**config.mk**
```make
export PLATFORM = sky130hd
export DESIGN_NAME = pa3d_back
export DESIGN_NICKNAME = d
export VERILOG_FILES = /design/src/hw/rtl/pa3d_pkg.sv /design/src/hw/rtl/pa3d_back.sv
export SDC_FILE = /design/constraint.sdc
export NUM_CORES = 2
export LEC_CHECK = 0
export BUFFER_PORTS_ARGS = -buffer_cell sky130_fd_sc_hd__buf_2
export CORE_ASPECT_RATIO = 1.75
export CORE_MARGIN = 3
export CORE_UTILIZATION = 59
export CTS_BUF_LIST = sky130_fd_sc_hd__clkbuf_2 sky130_fd_sc_hd__clkbuf_4 sky130_fd_sc_hd__clkbuf_8
export CTS_CLUSTER_SIZE = 8
export DETAILED_ROUTE_END_ITERATION = 8
export HOLD_SLACK_MARGIN = 0.1
export PLACE_DENSITY = 0.84
export REMOVE_ABC_BUFFERS = 1
export SYNTH_ARGS = -nofsm -noshare
export SYNTH_HDL_FRONTEND = slang
export SYNTH_SLANG_ARGS = --single-unit
```
**constraint.sdc**
```tcl
create_clock -name clk -period 12.6 [get_ports clk]
set_input_delay 3.15 -clock clk [delete_from_list [all_inputs] [get_ports clk]]
set_output_delay 3.15 -clock clk [all_outputs]
set_load 0.01 [all_outputs]
```
**src/hw/rtl/pa3d_pkg.sv**
```systemverilog
`timescale 1ns / 1ps
package pa3d_pkg;

  // Coordinate and arithmetic widths
  localparam int COORD_BITS  = 16;
  localparam int PROD_W      = 2 * COORD_BITS;      // one coordinate product
  localparam int DIFF_W      = PROD_W + 1;          // difference of two products
  localparam int TERM_W      = PROD_W + 2;          // edge term plus closing term
  localparam int SUM_W       = 48;                  // wrapping cross sums
  localparam int HALF_W      = SUM_W / 2;           // magnitude split for squaring
  localparam int SQ_W        = 2 * SUM_W;           // sum of the three squares
  localparam int ROOT_W      = SQ_W / 2;            // floor square root
  localparam int REM_W       = ROOT_W + 2;          // root remainder
  localparam int AREA_W      = 35;

  // Stream payload widths
  localparam int IN_DATA_W   = 3 * COORD_BITS;
  localparam int OUT_DATA_W  = ((AREA_W + 7) / 8) * 8;

  // Front-to-back queue
  localparam int QUEUE_DEPTH = 4;

  // One queued vertex: cross sum increments and polygon markers
  typedef struct packed {
    logic signed [TERM_W-1:0] term_x;
    logic signed [TERM_W-1:0] term_y;
    logic signed [TERM_W-1:0] term_z;
    logic                     first;
    logic                     last;
  } term_t;

endpackage

```
**src/hw/rtl/pa3d_back.sv**
```systemverilog
`timescale 1ns / 1ps
module pa3d_back (
  input  logic                          clk,
  input  logic                          rst_n,
  input  logic                          q_valid,
  input  pa3d_pkg::term_t               q_rdata,
  output logic                          q_pop,
  output logic                          out_tvalid,
  input  logic                          out_tready,
  output logic [pa3d_pkg::AREA_W-1:0]   area
);

  localparam int SW = pa3d_pkg::SUM_W;
  localparam int HW = pa3d_pkg::HALF_W;
  localparam int QW = pa3d_pkg::SQ_W;
  localparam int RW = pa3d_pkg::ROOT_W;
  localparam int MW = pa3d_pkg::REM_W;
  localparam int AW = pa3d_pkg::AREA_W;
  localparam int TW = pa3d_pkg::TERM_W;
  localparam int CNT_W = $clog2(RW);

  // which partial product of a square is issued
  localparam logic [1:0] PART_HH = 2'd0;
  localparam logic [1:0] PART_HL = 2'd1;
  localparam logic [1:0] PART_LL = 2'd2;
  localparam logic [1:0] AXIS_Z  = 2'd2;

  typedef enum logic [5:0] {
    ST_ACC  = 6'b000001,
    ST_MAG  = 6'b000010,
    ST_SQ   = 6'b000100,
    ST_FIN  = 6'b001000,
    ST_ROOT = 6'b010000,
    ST_OUT  = 6'b100000
  } state_t;

  state_t            state_r, state_nxt;
  logic [SW-1:0]     sum_r [3];
  logic [SW-1:0]     mag_r [3];
  logic [1:0]        axis_r, part_r;
  logic [2*HW-1:0]   prod_r;
  logic [1:0]        prod_part_r;
  logic              prod_valid_r;
  logic [QW-1:0]     acc_r, acc_nxt, prod_sh;
  logic [RW-1:0]     root_r;
  logic [MW-1:0]     rem_r;
  logic [CNT_W-1:0]  cnt_r;
  logic              out_valid_r;
  logic [AW-1:0]     area_r;

  logic signed [TW-1:0] term [3];
  logic [SW-1:0]     mag_sel;
  logic [HW-1:0]     op_a, op_b;
  logic [MW+1:0]     rem_sh, trial;
  logic              ge;
  logic [RW-2:0]     half;
  logic [AW-1:0]     area_sat;
  logic              out_load;

  assign term[0] = q_rdata.term_x;
  assign term[1] = q_rdata.term_y;
  assign term[2] = q_rdata.term_z;

  assign q_pop      = (state_r == ST_ACC) && q_valid;
  assign out_tvalid = out_valid_r;
  assign area       = area_r;

  // operands of the shared squaring multiplier
  assign mag_sel = mag_r[axis_r];
  always_comb begin
    case (part_r)
      PART_HH: begin
        op_a = mag_sel[SW-1:HW];
        op_b = mag_sel[SW-1:HW];
      end
      PART_HL: begin
        op_a = mag_sel[SW-1:HW];
        op_b = mag_sel[HW-1:0];
      end
      default: begin
        op_a = mag_sel[HW-1:0];
        op_b = mag_sel[HW-1:0];
      end
    endcase
  end

  // place the registered product at its weight; cross products count twice
  always_comb begin
    case (prod_part_r)
      PART_HH: prod_sh = {prod_r, {(2*HW){1'b0}}};
      PART_HL: prod_sh = {{(QW-2*HW-HW-1){1'b0}}, prod_r, {(HW+1){1'b0}}};
      default: prod_sh = {{(QW-2*HW){1'b0}}, prod_r};
    endcase
  end

  // one restoring square root step, two radicand bits at a time
  assign rem_sh = {rem_r, acc_r[QW-1 -: 2]};
  assign trial  = {2'b00, root_r, 2'b01};
  assign ge     = (rem_sh >= trial);

  // halve the root and saturate
  assign half     = root_r[RW-1:1];
  assign area_sat = (|half[RW-2:AW]) ? {AW{1'b1}} : half[AW-1:0];
  assign out_load = (state_r == ST_OUT) && (!out_valid_r || out_tready);

  // radicand accumulator and shift register
  always_comb begin
    acc_nxt = acc_r;
    if (state_r == ST_MAG) begin
      acc_nxt = '0;
    end else if (prod_valid_r) begin
      acc_nxt = acc_r + prod_sh;
    end else if (state_r == ST_ROOT) begin
      acc_nxt = {acc_r[QW-3:0], 2'b00};
    end
  end

  // sequence the polygon close
  always_comb begin
    state_nxt = state_r;
    case (state_r)
      ST_ACC:  if (q_pop && q_rdata.last) state_nxt = ST_MAG;
      ST_MAG:  state_nxt = ST_SQ;
      ST_SQ:   if (axis_r == AXIS_Z && part_r == PART_LL) state_nxt = ST_FIN;
      ST_FIN:  state_nxt = ST_ROOT;
      ST_ROOT: if (cnt_r == CNT_W'(RW - 1)) state_nxt = ST_OUT;
      ST_OUT:  if (out_load) state_nxt = ST_ACC;
      default: state_nxt = ST_ACC;
    endcase
  end

  always_ff @(posedge clk) begin
    if (!rst_n) begin
      state_r      <= ST_ACC;
      prod_valid_r <= 1'b0;
      out_valid_r  <= 1'b0;
      for (int i = 0; i < 3; i++) begin
        sum_r[i] <= '0;
      end
    end else begin
      state_r      <= state_nxt;
      prod_valid_r <= (state_r == ST_SQ);
      // accumulate cross sums, restarting on the first vertex
      if (q_pop) begin
        for (int i = 0; i < 3; i++) begin
          sum_r[i] <= (q_rdata.first ? '0 : sum_r[i])
                      + {{(SW-TW){term[i][TW-1]}}, term[i]};
        end
      end
      // hold the result until the receiver takes it
      if (out_load) begin
        out_valid_r <= 1'b1;
      end else if (out_tready) begin
        out_valid_r <= 1'b0;
      end
    end
  end

  // datapath registers
  always_ff @(posedge clk) begin
    acc_r <= acc_nxt;
    case (state_r)
      ST_MAG: begin
        for (int i = 0; i < 3; i++) begin
          mag_r[i] <= sum_r[i][SW-1] ? (~sum_r[i] + SW'(1)) : sum_r[i];
        end
        axis_r <= '0;
        part_r <= PART_HH;
      end
      ST_SQ: begin
        prod_r      <= (2*HW)'(op_a) * (2*HW)'(op_b);
        prod_part_r <= part_r;
        if (part_r == PART_LL) begin
          part_r <= PART_HH;
          axis_r <= axis_r + 2'd1;
        end else begin
          part_r <= part_r + 2'd1;
        end
      end
      ST_FIN: begin
        rem_r  <= '0;
        root_r <= '0;
        cnt_r  <= '0;
      end
      ST_ROOT: begin
        rem_r  <= ge ? MW'(rem_sh - trial) : MW'(rem_sh);
        root_r <= {root_r[RW-2:0], ge};
        cnt_r  <= cnt_r + CNT_W'(1);
      end
      default: begin
      end
    endcase
    if (out_load) begin
      area_r <= area_sat;
    end
  end

endmodule

```
==> results by group <==
Global route
  – First-pass GRT wire length: 324800 um
  – Largest net degree at the start of global routing: between 80 and 90
  – Vias in the first global route: 56270
  – GR Util All Layers: 0.3931
  – Total gr overflow: 0
  – Initial antenna violation count: 16

Layout
  – Share of cells above drive strength 1: 0.06965
  – Area grow syn2layout: 5.924%
  – Commonest non-fill, non-tap cell in the layout: nor2_1
  – Util after Layout: 0.6300
  – Nets@finish: 8151
  – Most frequent cells in the layout: nor2_1, inv_1, nand2_1, a21oi_1, fa_1

Placement
  – Pre-CTS setup slack: 2.310 ns
  – Hpwl dp: between 150000 and 200000 um
  – Port-buffer cells: 144
  – RePlAce Congestion: 1.073

Setup path
  – Crit-path slowest cell: a21oi_1
  – Crit path kind: flip-flop to flip-flop
  – Flop-to-flop setup slack: between 1.5 and 2 ns
  – Crit path max fanout: 24
  – Crit-path most repeated cell: fa_1
  – CP endpoint kind: flip-flop
  – CP Data Required Time: 13.19 ns
  – Critical path's largest stage delay: 0.84 ns
  – Crit path arrival time: 11.30 ns
  – CP Launch Type: flip-flop

CTS
  – # H-tree levels: 3
  – CTS Sinks: 587
  – Clk buf depth: 3
  – CTS Hold Bufs: 0
  – Insertion delay to the later sink of the worst-skew pair: roughly 0.84 ns
  – TritonCTS clock tree: done
  – Cts bufs inserted: 95
  – Clock root cell: clkbuf_8
  – Number of gates resized after CTS: 0
  – Post-CTS setup buffer count: 0
  – Clock-pin slew on the worst setup and hold paths: ~0.07 ns

Drt
  – Via count: 53840
  – Routed length per instance: around 25 um
  – Antenna-violating nets left: 0
  – Drc violations: 0
  – Post-Route WL: 215400 um
  – Initial drt markers: 3669
  – First-pass DRT Iterations: 6
  – DR vias/cell: 6.327

Logic synthesis
  – Average size of a mapped cell: 8.740 um2
  – Yosys reg bits: 587
  – Most common flop cell mapped by yosys: edfxtp_1
  – Seq/Total Area, Yosys: 0.2660
  – Post-Syn Area: 62270 um2
  – Synth cell types: just under 90
  – Synth warn: 0
  – Synth async-reset ratio: 0
  – Post-synth EDFFs: ~480
  – Post-Synthesis Cells: around 7000

STA
  – Tightest Pin Transition: 1.420 ns
  – Clk_skew: 0.05905 ns
  – Final min period: roughly 11 ns
  – Rel. slew slack: 0.05340
  – RSZ-0062 raised after global routing: no
  – Setup TNS: 0 ns
  – Tcrit/Tclk final: 0.8504
  – FMAX: 93.33 MHz
  – Final Max Tran Viols: 0
  – Final setup margin: 1.886 ns
  – Final setup viols: 0
  – Endpoints failing hold: 0

Floorplanning
  – Top Ports: about 150
  – Core ar.: 104700 um2
  – Die Ht: 435.8 um
  – Chip Width: 251.6 um
  – Num rows: roughly 160
  – Initial Util: 0.5947
  – Die ar.: 109600 um2

Outcome
  – Status: finished, final reports clean

Hold path
  – Hold WC Path Type: flip-flop to flip-flop

Job
  – Maximum capacitance violations: 0
layer usage:
layer	vias up	wire length, um	GRT usage
met1	25890	63940	0.3469
met2	2559	108100	0.6979
li1	24230	-	-
met3	1142	14360	0.08619
met4	14	28860	0.4262
met5	-	85	0
per-stage QoR:
stage	cell area [um2]	hold WS, ns	cells
global placement	64060	0.4677	8343
floorplan	60930	0.4543	6774
finish	65960	0.4819	8510
detailed placement	64060	0.4854	8343
global route	65940	0.4811	8503
CTS	65930	0.4530	8501
area by class of cell:
type / instances / area (um2)
tap: 1351 / 1690
inverter: 732 / 2755
multi-input combinational: 5455 / 41770
clock inverter: 29 / 280.3
sequential: 587 / 16570
clock buffer: 129 / 1588
fill: 8807 / 38740
antenna: 9 / 22.52
timing repair buffer: 218 / 1279
flip-flops by register name (all words and copies together) (netlist names), 6 cells and up, named ones only:
| register | cells |
|---|---|
| rem_r | 50 |
| area | 35 |
| acc_r | 96 |
| prod_r | 48 |
| mag_r | 144 |
| state_r | 6 |
| sum_r | 144 |
| root_r | 48 |
| cnt_r | 6 |
kinds of logic after synthesis:
kind of cell | count (synthesis) | synth area share
AND/OR/NAND/NOR | 2373 | 0.1761
adder cells (fa/ha/maj) | 954 | 0.2503
buffers and inverters | 1083 | 0.06556
XOR/XNOR | 434 | 0.06104
AO/OA/AOI/OAI | 1523 | 0.1531
flip-flops | 587 | 0.2660
multiplexers | 171 | 0.02787
cell usage after synthesis, drive strengths merged (36+ instances only):
master,number,share of area
a211oi,50,0.0060
a21o,180,0.022
a21oi,562,0.045
a31oi,40,0.0040
and2,92,0.0092
and3,36,0.0036
clkbuf,317,0.019
dfxtp,106,0.034
edfxtp,481,0.23
fa,486,0.16
ha,468,0.094
inv,732,0.044
mux2i,152,0.024
nand2,706,0.043
nand2b,49,0.0050
nand3,78,0.0064
nand4,114,0.011
nor2,864,0.052
nor2b,182,0.018
nor3,59,0.0047
o21a,42,0.0051
o21ai,279,0.022
o21bai,67,0.0081
o31ai,54,0.0068
or2,47,0.0047
or3,41,0.0044
xnor2,296,0.042
xor2,138,0.019
critical path: cells and delay by family (launching register included):
family	cells	cell delay, ns
AO/OA/AOI/OAI	9	3.36
XOR/XNOR	1	0.10
flip-flops	1	0.80
AND/OR/NAND/NOR	4	0.36
multiplexers	2	1.16
adder cells (fa/ha/maj)	8	3.88
buffers and inverters	5	0.74
path summary, 6_finish.rpt:
kind / from / cells past startpoint / end
max reg2reg: flip-flop / 29 / prod_r[46]
max: flip-flop / 29 / prod_r[46]
min: part_r[0] / 0 / prod_part_r[0]
min reg2reg: part_r[0] / 0 / prod_part_r[0]
Power is left out: the tool's default activity adds up to more than one toggle a clock period on the data nets, which glitch-free logic cannot reach.
