<file path="src/hw/rtl/pa3d_pkg.sv">
`timescale 1ns / 1ps
package pa3d_pkg;

  // Coordinate and arithmetic widths
  localparam int COORD_BITS  = 16;
  localparam int PROD_W      = 2 * COORD_BITS;      // one coordinate product
  localparam int DIFF_W      = PROD_W + 1;          // difference of two products
  localparam int TERM_W      = PROD_W + 2;          // edge term plus closing term
  localparam int SUM_W       = 48;                  // wrapping cross sums
  localparam int HALF_W      = SUM_W / 2;           // magnitude split for squaring
  localparam int SQ_W        = 2 * SUM_W;           // sum of the three squares
  localparam int ROOT_W      = SQ_W / 2;            // floor square root
  localparam int REM_W       = ROOT_W + 2;          // root remainder
  localparam int AREA_W      = 35;

  // Stream payload widths
  localparam int IN_DATA_W   = 3 * COORD_BITS;
  localparam int OUT_DATA_W  = ((AREA_W + 7) / 8) * 8;

  // Front-to-back queue
  localparam int QUEUE_DEPTH = 4;

  // One queued vertex: cross sum increments and polygon markers
  typedef struct packed {
    logic signed [TERM_W-1:0] term_x;
    logic signed [TERM_W-1:0] term_y;
    logic signed [TERM_W-1:0] term_z;
    logic                     first;
    logic                     last;
  } term_t;

endpackage

</file>
<file path="src/hw/rtl/pa3d_queue.sv">
`timescale 1ns / 1ps
module pa3d_queue #(
  parameter int QUEUE_DEPTH = pa3d_pkg::QUEUE_DEPTH
) (
  input  logic            clk,
  input  logic            rst_n,
  input  logic            push,
  input  pa3d_pkg::term_t wdata,
  input  logic            pop,
  output logic            rvalid,
  output pa3d_pkg::term_t rdata
);

  localparam int IDX_W = (QUEUE_DEPTH > 1) ? $clog2(QUEUE_DEPTH) : 1;
  localparam int CNT_W = $clog2(QUEUE_DEPTH + 1);

  pa3d_pkg::term_t  mem_r [QUEUE_DEPTH];
  logic [IDX_W-1:0] wr_ptr_r, rd_ptr_r;
  logic [CNT_W-1:0] count_r;

  assign rvalid = (count_r != '0);
  assign rdata  = mem_r[rd_ptr_r];

  // store entries; the front end never pushes into a full queue
  always_ff @(posedge clk) begin
    if (push) begin
      mem_r[wr_ptr_r] <= wdata;
    end
  end

  // advance pointers and count
  always_ff @(posedge clk) begin
    if (!rst_n) begin
      wr_ptr_r <= '0;
      rd_ptr_r <= '0;
      count_r  <= '0;
    end else begin
      if (push) begin
        wr_ptr_r <= (wr_ptr_r == IDX_W'(QUEUE_DEPTH - 1)) ? '0 : wr_ptr_r + IDX_W'(1);
      end
      if (pop) begin
        rd_ptr_r <= (rd_ptr_r == IDX_W'(QUEUE_DEPTH - 1)) ? '0 : rd_ptr_r + IDX_W'(1);
      end
      if (push && !pop) begin
        count_r <= count_r + CNT_W'(1);
      end else if (!push && pop) begin
        count_r <= count_r - CNT_W'(1);
      end
    end
  end

endmodule

</file>
<file path="config.mk">
export PLATFORM = sky130hd
export DESIGN_NAME = pa3d_queue
export DESIGN_NICKNAME = d
export VERILOG_FILES = /design/src/hw/rtl/pa3d_pkg.sv /design/src/hw/rtl/pa3d_queue.sv
export SDC_FILE = /design/constraint.sdc
export NUM_CORES = 1
export LEC_CHECK = 0
export BUFFER_PORTS_ARGS = -buffer_cell sky130_fd_sc_hd__buf_2
export CORE_MARGIN = 2
export CORE_UTILIZATION = 45
export CTS_CLUSTER_DIAMETER = 150
export DETAILED_ROUTE_END_ITERATION = 8
export GPL_TIMING_DRIVEN = 0
export PLACE_DENSITY = 0.66
export SYNTH_ARGS = -nofsm -noshare
export SYNTH_HDL_FRONTEND = slang
export SYNTH_SLANG_ARGS = --single-unit
</file>
<file path="constraint.sdc">
create_clock -name clk -period 3.3 [get_ports clk]
set_input_delay 0.33 -clock clk [delete_from_list [all_inputs] [get_ports clk]]
set_output_delay 0.33 -clock clk [all_outputs]
set_load 0.01 [all_outputs]
</file>
==> flow_summary.yaml, run 1 <==
global_routing:
  grt_pass1_wl_um: 45500
  grt_max_degree: 56
  use_met1: 0.227
  grt_busiest_layer: "met2"
  grt_usage: 0.167
  grt_antenna_before_repair: 2
  use_met2: 0.268
  grt_pass1_vias: 7913
  grt_overflow: 0
  globalRouteMet3Util: 0.0500
detailed_routing:
  dr.pass1.iters: 4
  vias: 7310
  drtIter0Drc: 478
  vias_per_cell: 5.14
  route.detailed.drc: 0
  ant_nets: 0
  post_drt_wl_per_cell_um: 20.7
  routed_wirelength_um: 29500
power:
  power.switching_mw: 2.52
  p_clk_frac: 0.376
  p_int_mw: 9.27
  irDropWorstVdd_uv: 504
  power_frac_comb: 0.095
  power_frac_seq: 0.529
  power.total_mw: 11.8
  swShare: 0.214
  leakage_nw: 6.62
  power.density_nw_per_um2: 605
synthesis:
  synth-simple-area-share: 0.00542
  synth_warnings: 0
  ys_types: 21
  synth_top_area_frac: 0.807
  syn-cell-area_um2: 15500
  ys.flop_type: "edfxtp_1"
  yosysSeqAreaShare: 0.819
  yosys-top-cells-area: "edfxtp_1 81%, mux4_2 15%, dfxtp_1 1.2%"
  muxShareOfSynthArea: 0.154
  synthAdderAreaFrac: 0.00614
  synth_most_common_cell: "edfxtp_1"
  syn-num-nets: 702
  synth.top_cells.by_count: "416 x edfxtp_1, 104 x mux4_2, 11 x buf_2, 9 x dfxtp_1, 7 x buf_8"
  synth_compound_area_frac: 0.00129
  synth.avg_cell_area_um2: 26.4
  synthXorXnorAreaFrac: 0.00113
  synth_edf_count: 416
  synth-async-reset-ratio: 0
  syn_inst: 587
  yosysTopAreaCell: "edfxtp_1"
  synth_seq_cells: 425
  synth_top_family_by_area: "multiplexers"
sta:
  tightest_slew_ns: 0.859
  fin_skew_ns: 0.0200
  fin_setup_tns_ns: 0
  max_slew_margin: 0.427
  setup_viol: 0
  hold_viol: 0
  rsz0062_at_grt: "false"
  layout_setup_ws_ns: 0.641
  finalCritPeriodShare: 0.806
  timing.fmax_mhz: 376
  drv_slew: 0
  period_needed_ns: 2.66
clocking:
  numCtsBuffers: 43
  tritoncts: "done"
  cts_buffer_depth: 3
  path_clk_slew_ns: 0.06
  cts-resized-gates: 0
  htree_levels: 2
  clock-sinks: 425
  root_buffer: "clkbuf_16"
  clkLatencyLatePin_ns: 0.54
flow_run:
  cap_violations: 0
critical_path:
  worst-setup-path-type: "reg2out"
  path_common_cell: "buf_2"
  arrival_ns: 2.33
  path_cells: "clkbuf_1 -> buf_2 -> buf_2 -> mux4_2 -> buf_2"
  cp.buffers_inverters: 4
  cp_top_family: "buffers and inverters"
  slowest_delay_ns: 0.37
  crit_slowest_cell: "mux4_2"
  critical_path_peak_fanout: 10
  crit_required_ns: 2.97
  end_kind: "output port"
  cp-start-kind: "flip-flop"
placement:
  dpl.hpwl_um: 17600
  numPortBuffers: 212
  placed_cells: 1254
  gp_congestion: 0.689
  dp_slack_ns: 1.15
  postPlaceCellArea_um2: 17300
cells_and_area:
  area_growth_pct: 25.8
  stdcell_area_um2: 19500
  final_cells: 1421
  drive_gt1_frac: 0.410
  final_nets: 1057
floorplanning:
  start_util: 0.459
  io_pins: 213
  rows: 67
  die_area_um2: 35900
  die_w_um: 189
  core_um2: 33700
  die_height_um: 189
min_path:
  hold_path.class: "in2reg"
status:
  status: "complete, no violations"
-- layer usage --
metal	up-vias	routed length, um
met5	-	13
met4	2	499
met3	53	2350
met2	228	14200
met1	3774	12400
li1	3253	-
-- layout by cell type (no fill, tap or decap), drive strengths merged --
cell	count
a21boi	1
and2	5
buf	238
bufinv	2
clkbuf	58
clkinv	16
clkinvlp	3
dfxtp	9
diode	1
dlygate4sd3	91
edfxtp	416
fa	1
ha	6
inv	5
mux2i	4
mux4	104
nor2	1
nor2b	5
nor3	1
o21a	1
o21ai	1
or3	2
xnor2	1
xor2	1
-- sequential cells by signal (all words and copies together) (netlist names), named ones only --
register,cells
mem_r,416
rd_ptr_r,2
count_r,3
wr_ptr_r,2
-- area by class of cell --
class / instances / area, um2
multi-input cells: 134 / 2610
clock inverters: 22 / 156
fillers: 2500 / 14200
repair buffers: 310 / 2150
clock buffers: 53 / 1110
well taps: 448 / 561
inverters: 4 / 15.0
flip-flops and latches: 425 / 12700
diodes: 1 / 2.50
plain buffers: 24 / 190
-- metrics by stage --
| stage | util | hold slack (ns) |
|---|---|---|
| global placement | 0.508 | 0.471 |
| finish | 0.578 | 0.0253 |
| global route | 0.578 | 0.00450 |
| floorplan | - | 0.429 |
| CTS | 0.578 | 0.000165 |
| detailed placement | 0.513 | 0.487 |
-- worst paths after layout --
path                    start      endpoint  slack (ns)  cells past startpoint
hold / removal      wdata[21]  mem_r[1][21]        0.03                      1
setup reg to reg  wr_ptr_r[0]  mem_r[0][55]        1.26                      4
hold reg to reg    count_r[2]    count_r[2]        0.49                      2
setup / recovery    flip-flop     rdata[70]        0.64                      5
-- power by group through the flow --
stage	Sequential, mW	Combinational [mW]	Clock, mW
after floorplan	6.34	0.588	0
after global placement	6.36	1.01	0
after detailed placement	6.35	1.06	0
after CTS	6.24	1.15	4.55
after global routing	6.26	1.21	4.76
final	6.24	1.12	4.43
-- logic make-up after synthesis --
kind of cell / count (synthesis)
AO/OA/AOI/OAI: 3
XOR/XNOR: 2
adder cells (fa/ha/maj): 7
buffers and inverters: 28
flip-flops: 425
multiplexers: 108
AND/OR/NAND/NOR: 14
-- worst register-to-register path, delay by kind of cell (launching register included) --
family	cells	cell delay, ns
buf+inv	2	0.47
simple gates	1	0.70
fa+ha+maj	1	0.14
flops	1	0.34
-- what timing repair did --
item	4_1_cts	5_1_grt
hold buffers	91	0
hold endpoints to repair	344	0
endpoints found under the setup margin	0	0
setup buffers	0	0
(Power assumes the default switching activity.)
==> run 2: changes to the inputs <==
- ABC_AREA: not set -> 1
- clock period: 3.3 -> 2.2 ns (I/O delays scaled with it)
==> flow_summary.yaml, run 2 <==
floorplanning:
  core_um2: 35300
  io_pins: 213
  die_w_um: 193
  rows: 69
  die_height_um: 193
  die_area_um2: 37200
  start_util: 0.454
placement:
  dpl.hpwl_um: 22600
  numPortBuffers: 212
  gp_congestion: 0.741
  placed_cells: 1749
  postPlaceCellArea_um2: 17900
cells_and_area:
  mostFrequentLayoutCell: "edfxtp_1"
  final_nets: 1559
  seq_area_um2: 12700
  area_growth_pct: 29.0
  fillers: 2726
  largest_register: "mem_r"
  drive_gt1_frac: 0.284
  reg_top3: "mem_r x416, count_r x3"
  final_cells: 1938
  largest_reg_flops: 416
  stdcell_area_um2: 20700
  postLayoutCoreUtil: 0.586
  multi_input_area_um2: 2960
  final_cell_mix: "416 x edfxtp_1, 219 x buf_2, 197 x nor2_1, 180 x o21ai_0, 106 x dlygate4sd3_1"
critical_path:
  slowest_delay_ns: 0.33
  crit_required_ns: 1.98
  worst-setup-path-type: "reg2out"
  r2r_cells: 5
  cp-start-kind: "flip-flop"
  path_common_cell: "buf_12"
  path_cells: "buf_12 -> inv_16 -> buf_12 -> buf_6 -> nor2_1 -> o22ai_1 -> buf_2"
  end_kind: "output port"
  crit_slowest_cell: "dfxtp_2"
  critical_path_peak_fanout: 11
  arrival_ns: 1.90
sta:
  finalCritPeriodShare: 0.965
  fin_setup_tns_ns: 0
  whs_ns: 0.0634
  hold_viol: 0
  max_slew_margin: 0.529
  tightest_slew_ns: 0.703
  setup_viol: 0
  period_needed_ns: 2.12
  fin_skew_ns: 0.00970
  drv_slew: 0
  timing.fmax_mhz: 471
  rsz0062_at_grt: "true"
detailed_routing:
  vias: 10000
  ant_nets: 0
  dr.pass1.iters: 5
  drtIter0Drc: 490
  route.detailed.drc: 0
  post_drt_wl_per_cell_um: 19.6
  vias_per_cell: 5.17
  routed_wirelength_um: 38000
synthesis:
  ys_types: 25
  synth.avg_cell_area_um2: 15.1
  syn_inst: 1064
  synth_seq_cells: 425
  yosysSeqAreaShare: 0.790
  synth.top_cells.by_count: "416 x edfxtp_1, 197 x nor2_1, 184 x o21ai_0, 84 x o22ai_1, 27 x o21ai_1"
  syn-num-nets: 1179
  syn-cell-area_um2: 16000
  synth-async-reset-ratio: 0
  synth_warnings: 0
  synth_most_common_cell: "edfxtp_1"
  synth_top_area_frac: 0.779
  yosys-top-cells-area: "edfxtp_1 78%, o21ai_0 5.7%, nor2_1 4.6%"
  synth_edf_count: 416
  yosysTopAreaCell: "edfxtp_1"
  ys.flop_type: "edfxtp_1"
global_routing:
  grt_max_degree: 36
  grt_pass1_wl_um: 56500
  grt_usage: 0.202
  grt_pass1_vias: 10100
  grt_overflow: 0
  grt_antenna_before_repair: 3
clocking:
  numCtsBuffers: 43
  tritoncts: "done"
  clkLatencyLatePin_ns: 0.53
  path_clk_slew_ns: 0.06
  root_buffer: "clkbuf_16"
  htree_levels: 2
  cts_buffer_depth: 3
  clock-sinks: 425
min_path:
  min_delay_path_depth: 3
  hold_path.class: "in2reg"
power:
  leakage_nw: 7.39
  power.density_nw_per_um2: 885
  irDropWorstVdd_uv: 744
status:
  status: "complete, no violations"
flow_run:
  cap_violations: 0
run 2: changes by cell type in the layout (fill, tap and decap cells not counted), sizes merged, moves of 7 or more:
| cell | delta |
|---|---|
| nor2 | +216 |
| o21ai | +210 |
| mux4 | -104 |
| o22ai | +104 |
| buf | +38 |
| dlygate4sd3 | +15 |
| clkbuf | +12 |
| nand2 | +9 |
| inv | +7 |
run 2: cells by family (layout without fill, tap and decap cells):
logic type               count (synthesis)  in the layout  synth area share
XOR/XNOR                                 1              1          0.000546
buffers and inverters                   83            494            0.0305
other                                    0              2                 0
AO/OA/AOI/OAI                          318            318             0.115
flip-flops                             425            425             0.790
adder cells (fa/ha/maj)                  7              7           0.00593
AND/OR/NAND/NOR                        230            230            0.0574
run 2: cell type report:
class	count	area share
Buffer	67	0.0298
Multi-Input combinational cell	556	0.143
Clock buffer	52	0.0557
Inverter	16	0.00454
Sequential cell	425	0.613
Clock inverter	24	0.00750
Tap cell	461	0.0279
Antenna cell	2	0.000242
Timing Repair inverter	2	0.000484
Timing Repair Buffer	333	0.117
run 2: power breakdown:
part | total, mW | internal, mW | switching, mW
clock | 6.77 | 3.93 | 2.84
sequential | 9.34 | 9.26 | 0.0835
combinational | 2.19 | 0.886 | 1.31
run 2: path summary, 6_finish.rpt:
check         startpoint            to  slack [ns]
max            flip-flop     rdata[95]        0.08
min                 push   wr_ptr_r[1]        0.06
max reg2reg  wr_ptr_r[0]  mem_r[3][55]        0.19
min reg2reg  wr_ptr_r[1]   wr_ptr_r[1]        0.49
run 2: what timing repair did:
item                       4_1_cts  5_1_grt
hold buffers                   106        0
buffers inserted                 2        0
gates cloned                     1        2
resized for setup               65       58
setup endpoints to repair      104      128
pin swaps                        9        8
hold endpoints to repair       425        0
run 2: through the flow:
| stage | power, mW | worst slack (ns) |
|---|---|---|
| 6_report | 18.3 | 0.0766 |
| 5_1_grt | 19.0 | -0.00114 |
| 4_1_cts | 18.4 | 0.00115 |
| 3_5_place_dp | 11.4 | 0.0257 |
| 3_3_place_gp | 11.4 | -1.76 |
| 2_1_floorplan | 10.5 | -0.334 |
run 2: routing by layer:
| metal | share of wire | track usage | vias to the layer above |
|---|---|---|---|
| li1 | - | - | 4789 |
| met1 | 0.42 | 0.266 | 4853 |
| met2 | 0.48 | 0.334 | 308 |
| met3 | 0.069 | 0.0456 | 67 |
| met4 | 0.027 | 0.0649 | 2 |
| met5 | 0.00029 | 0 | - |
run 2: worst max-delay path: cells and delay by family (launching register included):
family          cells  cell delay (ns)
simple gates        1             0.05
compound gates      1             0.22
buf+inv             5             0.75
flops               1             0.33
